## src/rtl/b2da_pkg.sv

```systemverilog
package b2da_pkg;

    localparam int VALUE_W        = 64;
    localparam int STEP_W         = $clog2(VALUE_W);
    localparam int CHAR_W         = 6;
    localparam int COUNT_W        = 5;
    localparam int CAP_W          = 5;
    localparam int OUT_DATA_W     = 16;
    localparam int MAX_DIGITS_DEF = 20;

    localparam logic [CAP_W-1:0]  CAP_RESET  = CAP_W'(21);
    localparam logic [CHAR_W-1:0] ASCII_ZERO = CHAR_W'(48);

    typedef enum logic [1:0] {
        ST_IDLE,
        ST_CONV,
        ST_SCAN,
        ST_EMIT
    } t_state;

    // Status from the conversion core to the sequencer.
    typedef struct packed {
        logic done;  // one-cycle pulse after the last shift step
        logic ovf;   // a nonzero bit left the top digit
    } t_core_stat;

endpackage

```

## src/rtl/b2da_dabble.sv

```systemverilog
module b2da_dabble #(
    parameter int MAX_DIGITS = b2da_pkg::MAX_DIGITS_DEF
) (
    input  logic                         i_clk,
    input  logic                         i_rst_n,
    input  logic                         i_start,
    input  logic [b2da_pkg::VALUE_W-1:0] i_value,
    output logic [4*MAX_DIGITS-1:0]      o_bcd,
    output b2da_pkg::t_core_stat         o_stat
);
    import b2da_pkg::*;

    localparam int BCD_W = 4 * MAX_DIGITS;

    logic [VALUE_W-1:0] r_bin;
    logic [BCD_W-1:0]   r_bcd;
    logic [STEP_W-1:0]  r_step;
    logic               r_busy;
    logic               r_done;
    logic               r_ovf;
    logic [BCD_W-1:0]   adj;

    // Add three to every digit of five or more before the shift.
    always_comb begin
        for (int i = 0; i < MAX_DIGITS; i++) begin
            if (r_bcd[4*i +: 4] >= 4'd5) begin
                adj[4*i +: 4] = r_bcd[4*i +: 4] + 4'd3;
            end else begin
                adj[4*i +: 4] = r_bcd[4*i +: 4];
            end
        end
    end

    always_ff @(posedge i_clk) begin
        if (!i_rst_n) begin
            r_busy <= 1'b0;
            r_done <= 1'b0;
        end else begin
            r_done <= 1'b0;
            if (i_start) begin
                r_busy <= 1'b1;
            end else if (r_busy && r_step == STEP_W'(VALUE_W - 1)) begin
                r_busy <= 1'b0;
                r_done <= 1'b1;
            end
        end
    end

    always_ff @(posedge i_clk) begin
        if (i_start) begin
            r_bin  <= i_value;
            r_bcd  <= '0;
            r_step <= '0;
            r_ovf  <= 1'b0;
        end else if (r_busy) begin
            r_bin  <= {r_bin[VALUE_W-2:0], 1'b0};
            r_bcd  <= {adj[BCD_W-2:0], r_bin[VALUE_W-1]};
            r_step <= r_step + STEP_W'(1);
            r_ovf  <= r_ovf | adj[BCD_W-1];
        end
    end

    assign o_bcd       = r_bcd;
    assign o_stat.done = r_done;
    assign o_stat.ovf  = r_ovf;

endmodule

```

## src/rtl/binary_to_decimal_ascii_top.sv

```systemverilog
// Unsigned 64-bit binary to decimal ASCII converter. Each request on the
// s_axis side carries one value; the block answers with one m_axis request
// per decimal digit, most significant first, each carrying the ASCII digit,
// the digit count of the conversion and tlast on the final digit. The
// capacity register (cfg port, reset 21) allows at most capacity - 1 digits;
// a longer number keeps its low-order digits. A capacity below 2 gives one
// request flagged empty in tuser, and a zero value otherwise gives "0".
// Timing: the block takes one value at a time and deasserts s_axis_tready
// from acceptance until the last digit is taken. The conversion is a
// bit-serial double dabble over all 64 input bits, then a leading-zero scan
// walks down from the top digit one position a cycle, then one digit leaves
// per cycle while m_axis_tready is high. A capacity below 2 skips the
// conversion and the scan and offers the empty result directly.
// Write the capacity only while the block is idle.
module binary_to_decimal_ascii_top #(
    parameter int MAX_DIGITS = b2da_pkg::MAX_DIGITS_DEF
) (
    input  logic                            i_clk,
    input  logic                            i_rst_n,
    // configuration write: buffer_capacity
    input  logic                            i_cfg_valid,
    output logic                            o_cfg_ready,
    input  logic [b2da_pkg::CAP_W-1:0]      i_cfg_data,
    // input stream, tdata: value[63:0]
    input  logic                            s_axis_tvalid,
    output logic                            s_axis_tready,
    input  logic [b2da_pkg::VALUE_W-1:0]    s_axis_tdata,
    // output stream, tdata: digit_char[5:0], digit_count[10:6], zeros above
    output logic                            m_axis_tvalid,
    input  logic                            m_axis_tready,
    output logic [b2da_pkg::OUT_DATA_W-1:0] m_axis_tdata,
    // tuser: no_digits
    output logic                            m_axis_tuser,
    output logic                            m_axis_tlast
);
    import b2da_pkg::*;

    localparam int CNT_W = $clog2(MAX_DIGITS + 1);
    localparam int IDX_W = (MAX_DIGITS > 1) ? $clog2(MAX_DIGITS) : 1;
    localparam int PAD_W = OUT_DATA_W - CHAR_W - COUNT_W;

    t_state             r_state, n_state;
    logic [CAP_W-1:0]   r_cap;
    logic [CNT_W-1:0]   r_limit, n_limit;
    logic [IDX_W-1:0]   r_idx, n_idx;
    logic               r_ovalid, n_ovalid;
    logic [CHAR_W-1:0]  r_char, n_char;
    logic               r_empty, n_empty;
    logic [CNT_W-1:0]   r_count, n_count;
    logic               r_last, n_last;

    logic               core_start;
    logic [4*MAX_DIGITS-1:0] bcd;
    t_core_stat         stat;

    logic [CAP_W-1:0]   cap_lim;
    logic [CNT_W-1:0]   sig_digits;
    logic [CNT_W-1:0]   n_digits;
    logic [IDX_W-1:0]   top_idx;
    logic               in_acc;
    logic               out_acc;

    b2da_dabble #(
        .MAX_DIGITS (MAX_DIGITS)
    ) u_dabble (
        .i_clk   (i_clk),
        .i_rst_n (i_rst_n),
        .i_start (core_start),
        .i_value (s_axis_tdata),
        .o_bcd   (bcd),
        .o_stat  (stat)
    );

    function automatic logic [3:0] digit_at(input logic [4*MAX_DIGITS-1:0] store,
                                            input logic [IDX_W-1:0] idx);
        digit_at = store[4*idx +: 4];
    endfunction

    assign in_acc  = s_axis_tvalid && s_axis_tready;
    assign out_acc = m_axis_tvalid && m_axis_tready;

    // Digit limit from capacity: capacity - 1, saturated at MAX_DIGITS.
    always_comb begin
        if (r_cap == '0) begin
            cap_lim = '0;
        end else begin
            cap_lim = r_cap - CAP_W'(1);
        end
        if (cap_lim > CAP_W'(MAX_DIGITS)) begin
            cap_lim = CAP_W'(MAX_DIGITS);
        end
    end

    // Significant digits at the scan position, clipped to the limit.
    always_comb begin
        if (stat.ovf) begin
            sig_digits = CNT_W'(MAX_DIGITS);
        end else begin
            sig_digits = CNT_W'(r_idx) + CNT_W'(1);
        end
        if (sig_digits > r_limit) begin
            n_digits = r_limit;
        end else begin
            n_digits = sig_digits;
        end
        top_idx = IDX_W'(n_digits - CNT_W'(1));
    end

    always_ff @(posedge i_clk) begin
        if (!i_rst_n) begin
            r_state  <= ST_IDLE;
            r_cap    <= CAP_RESET;
            r_ovalid <= 1'b0;
        end else begin
            r_state  <= n_state;
            r_ovalid <= n_ovalid;
            if (i_cfg_valid && o_cfg_ready) begin
                r_cap <= i_cfg_data;
            end
        end
    end

    always_ff @(posedge i_clk) begin
        r_limit <= n_limit;
        r_idx   <= n_idx;
        r_char  <= n_char;
        r_empty <= n_empty;
        r_count <= n_count;
        r_last  <= n_last;
    end

    always_comb begin
        n_state    = r_state;
        n_limit    = r_limit;
        n_idx      = r_idx;
        n_ovalid   = r_ovalid;
        n_char     = r_char;
        n_empty    = r_empty;
        n_count    = r_count;
        n_last     = r_last;
        core_start = 1'b0;

        unique case (r_state)
            ST_IDLE: begin
                if (in_acc) begin
                    n_limit = CNT_W'(cap_lim);
                    if (cap_lim == '0) begin
                        // No room for a digit: answer with the empty result.
                        n_char   = '0;
                        n_empty  = 1'b1;
                        n_count  = '0;
                        n_last   = 1'b1;
                        n_ovalid = 1'b1;
                        n_state  = ST_EMIT;
                    end else begin
                        core_start = 1'b1;
                        n_state    = ST_CONV;
                    end
                end
            end
            ST_CONV: begin
                if (stat.done) begin
                    n_idx   = IDX_W'(MAX_DIGITS - 1);
                    n_state = ST_SCAN;
                end
            end
            ST_SCAN: begin
                // Walk down past leading zeros; the lowest digit always counts.
                if (stat.ovf || digit_at(bcd, r_idx) != 4'd0 || r_idx == '0) begin
                    n_idx    = top_idx;
                    n_char   = ASCII_ZERO + CHAR_W'(digit_at(bcd, top_idx));
                    n_empty  = 1'b0;
                    n_count  = n_digits;
                    n_last   = (top_idx == '0);
                    n_ovalid = 1'b1;
                    n_state  = ST_EMIT;
                end else begin
                    n_idx = r_idx - IDX_W'(1);
                end
            end
            ST_EMIT: begin
                if (out_acc) begin
                    if (r_last) begin
                        n_ovalid = 1'b0;
                        n_state  = ST_IDLE;
                    end else begin
                        // Advance to the next lower digit.
                        n_idx  = r_idx - IDX_W'(1);
                        n_char = ASCII_ZERO + CHAR_W'(digit_at(bcd, r_idx - IDX_W'(1)));
                        n_last = (r_idx == IDX_W'(1));
                    end
                end
            end
            default: begin
                n_state = ST_IDLE;
            end
        endcase
    end

    assign o_cfg_ready   = 1'b1;
    assign s_axis_tready = (r_state == ST_IDLE);
    assign m_axis_tvalid = r_ovalid;
    assign m_axis_tdata  = {{PAD_W{1'b0}}, COUNT_W'(r_count), r_char};
    assign m_axis_tuser  = r_empty;
    assign m_axis_tlast  = r_last;

endmodule

```

## config.mk

```make
export PLATFORM = sky130hd
export DESIGN_NAME = binary_to_decimal_ascii_top
export DESIGN_NICKNAME = d
export VERILOG_FILES = /design/src/rtl/b2da_pkg.sv /design/src/rtl/b2da_dabble.sv /design/src/rtl/binary_to_decimal_ascii_top.sv
export SDC_FILE = /design/constraint.sdc
export NUM_CORES = 1
export LEC_CHECK = 0
export ABC_AREA = 1
export BUFFER_PORTS_ARGS = -buffer_cell sky130_fd_sc_hd__buf_2
export CORE_MARGIN = 2
export CORE_UTILIZATION = 30
export CTS_BUF_LIST = sky130_fd_sc_hd__clkbuf_4 sky130_fd_sc_hd__clkbuf_8
export CTS_CLUSTER_SIZE = 12
export DETAILED_ROUTE_END_ITERATION = 7
export PLACE_DENSITY_LB_ADDON = 0.25
export SYNTH_ARGS = -nofsm -noshare
export SYNTH_HDL_FRONTEND = slang
export SYNTH_HIERARCHICAL = 1
export SYNTH_SLANG_ARGS = --single-unit
```

## constraint.sdc

```tcl
create_clock -name i_clk -period 3.6 [get_ports i_clk]
set_input_delay 0.72 -clock i_clk [delete_from_list [all_inputs] [get_ports i_clk]]
set_output_delay 0.72 -clock i_clk [all_outputs]
set_load 0.005 [all_outputs]
```

==> results by group <==
Finish
  • Non-filler cells, final: 2192
  • Area of the multi-input gates: ~0.0057 sq mm
  • Layout cells sized above 1: 12.61%
  • Filler cell count: 4028
  • Ant diodes: 0
  • Area grow syn2layout: 13.48%
  • Fin nets: 1800
  • Reg area: ~0.0045 sq mm

Floorplan
  • Initial Util: a little under a third
  • Core area: between 0.03 and 0.04 sq mm
  • Die area: ~0.039 sq mm
  • Die Y: 198.2 um
  • Die X: 198.2 um
  • I/O pin cnt: 95
  • FP Rows: 71

Logic synthesis
  • Cells after Synth: approximately 1600
  • Count leader, synth: nand2_1
  • Area leader, netlist: edfxtp_1
  • Post-synthesis sequential element count: ~180
  • Part of the Yosys area used for sequential elements: around two fifths
  • Async set-or-reset flop fraction in the synthesized netlist: 0%
  • Synth top cells by count: 570 x nand2_1, 210 x inv_1, 195 x nand3_1
  • Synth Cell Area: 0.01131 sq mm
  • Largest cells by area after synthesis: edfxtp_1 23%, nand2_1 19%, dfxtp_1 17%
  • Top FF cell, synth: dfxtp_1
  • Average size of a mapped cell: 7.154 sq um
  • Yosys top cell area share: a little under a quarter
  • Distinct cells, synth: between 40 and 50
  • Ys Warns: 6
  • Post-synth EDFFs: 86

Global route
  • Grt met2 use: between 20% and 30%
  • Vias in the first global route: around 9500
  • Pin count of the biggest net entering global routing: 70
  • Tot GR Track Use: 14.69%
  • Total congestion overflow: 0
  • Met3 GRT Util: between 3 and 4%
  • Met1 usage: roughly a fifth
  • GR peak layer: met2
  • Initial antenna violation count: 0
  • First-pass GRT wire length: roughly 47000 um

Route
  • Wirelength per Cell: between 10 and 15 um
  • DR pass1 iterations: 5
  • Antenna Nets Post-Route: 0
  • Vias/cell: 4.648
  • # DRC: 0
  • Vias: about 10000
  • Routed WL: between 20000 and 30000 um
  • DRT iter0 DRCs: ~530

Job
  • Max-capacitance violation count: 0

Critical path
  • Critical-path cell list: ha_4 > inv_1 > o31ai_2 > nand3_2 > ha_4 > nand2_2 > nor2_4 > nand2_2 > nand3_4 > nand2_4 > nand2_4 > nand2_2 > ha_4 > o21ai_4 > buf_12 > buf_6 > nand3_1 > nand3_1 > nand3_1 > nand2_1 > nand2_1 > a21oi_2
  • Max incr delay on CP: approximately 0.43 ns
  • Nature of the critical path endpoint: flop
  • Critical path peak fanout: 10
  • WP data required: 3.97 ns
  • Worst path slowest cell: edfxtp_1
  • Critical Path Start Type: flop
  • CP Data Arrival Time: between 3 and 4 ns
  • Kind of critical path: reg -> reg

STA
  • Final setup viols: 0
  • Worst Skew: about 0.014 ns
  • Crit share post-route: between 90% and 100%
  • Fin crit period: 3.408 ns
  • TNS Setup: 0 ns
  • Worst-margin pin slew: between 0.9 and 1 ns
  • Max Slew Vio Count: 0
  • Hold Slack: approximately 0.41 ns
  • Slew HR: approximately 39%
  • Max Fclk: 0.2935 GHz
  • Hold Fails Final Rpt: 0
  • Post-route setup slack: between 0.15 and 0.2 ns

Power
  • Static Leak: ~0.0059 uW
  • Max VDD drop: roughly 600 uV
  • Sequential power share: between 20% and 30%
  • P per Cell Area: 850.3 mW/mm^2
  • Combinational share of power: ~57%
  • Int Pwr: around 5800 uW
  • Sw frac: a little under half
  • P_sw: 5163 uW
  • Clock power share: a little over an eighth
  • Final Power: about 11000 uW

CTS
  • Root buf cell: clkbuf_8
  • Clock sink count: ~180
  • Clock Latency Late Sink: 0.51 ns
  • H-Tree Depth: 4
  • Num CTS Buffers: 17
  • TritonCTS clock tree: built
  • Clock transition at path regs: about 0.11 ns
  • Clk buf depth: 2

Worst hold path
  • Hold Crit Class: in -> reg

Placed design
  • Dpl cells: roughly 2100
  • Detailed placement HPWL: between 15000 and 20000 um
  • PortBufs: just under 90
  • Pre-CTS setup slack: -0.02921 ns
  • Routability Congestion: between 0.8 and 0.9

Status
  • Status: finished clean
-- flip-flops by register name, summed over array words and instances, names as in the netlist, 2 cells and up --
name	count
r_idx	5
r_char	5
u_dabble/o_bcd	80
u_dabble/r_step	6
r_limit	5
r_cap	5
r_count	5
u_dabble/r_bin	64
r_state	2
-- final cells by class --
type	instances	share of cell area [%]
Timing Repair inverter	1	0.04874
Clock inverter	14	1.306
Sequential cell	183	35.25
Tap cell	511	4.981
Timing Repair Buffer	122	5.956
Multi-Input combinational cell	1126	44.16
Inverter	217	6.424
Clock buffer	18	1.881
-- placed cells by master (no fill, tap or decap), types with 6 or more instances in the layout --
master,count
nand2_2,12
edfxtp_1,86
inv_2,6
nor2_1,41
clkbuf_8,17
nor3_1,15
o21ai_1,21
nand4_1,23
buf_2,88
nand3_1,194
ha_1,55
nand2_1,569
conb_1,6
nand2_4,6
a21oi_1,39
dfxtp_1,97
xor2_1,7
buf_4,25
inv_1,206
o21ai_0,82
o21a_1,14
-- critical path: cells and delay by family, from the launching register on --
family | cells | cell delay [ns]
flip-flops | 1 | 0.43
AO/OA/AOI/OAI | 3 | 0.59
buffers and inverters | 3 | 0.34
adder cells (fa/ha/maj) | 3 | 0.72
AND/OR/NAND/NOR | 13 | 1.17
-- path summary, 6_finish.rpt --
path | to | startpoint | cells past startpoint | slack, ns
setup / recovery | r_char[1] | r_idx[1] | 22 | 0.19
hold / removal | r_cap[2] | i_cfg_data[2] | 3 | 0.41
hold reg to reg | u_dabble/o_bcd[0] | u_dabble/r_bin[63] | 2 | 0.46
setup reg to reg | r_char[1] | r_idx[1] | 22 | 0.19
-- power groups by stage --
| stage | Combinational, uW | Clock, uW | Sequential, uW |
|---|---|---|---|
| 2_1_floorplan | 4320 | 0 | 3180 |
| 3_3_place_gp | 5520 | 0 | 3220 |
| 3_5_place_dp | 5550 | 0 | 3230 |
| 4_1_cts | 5580 | 1520 | 3190 |
| 5_1_grt | 7030 | 1600 | 3250 |
| 6_report | 6280 | 1450 | 3190 |
-- cells by family after synthesis --
family / synth area share (%)
DFF: 40.00
buffers and inverters: 10.83
and+or+nand+nor: 33.17
xor gates and xnor gates: 0.7633
adders and majority gates: 6.416
other: 0.06640
AOI/OAI and AO/OA: 8.750
-- per-stage QoR --
| step | cell area (sq um) | utilization (%) |
|---|---|---|
| global route | 12840 | 34.32 |
| CTS | 12610 | 33.72 |
| global placement | 12200 | 32.62 |
| floorplan | 11330 | - |
| finish | 12840 | 34.32 |
| detailed placement | 12200 | 32.62 |
-- timing repair --
item                                    4_1_cts  5_1_grt
endpoints found under the setup margin        3        4
cloned                                        0        4
resized for setup                             1       27
hold buffers                                  0        0
pin swaps                                     0        7
buffers inserted                              0       11
-- routing by layer --
layer  wire length (um)  share of wire [%]
met1              13990                 49
met5                  0                  0
met2              12460                 44
met4                408                1.4
met3               1503                5.3
Power figures use the tool's default switching activity.
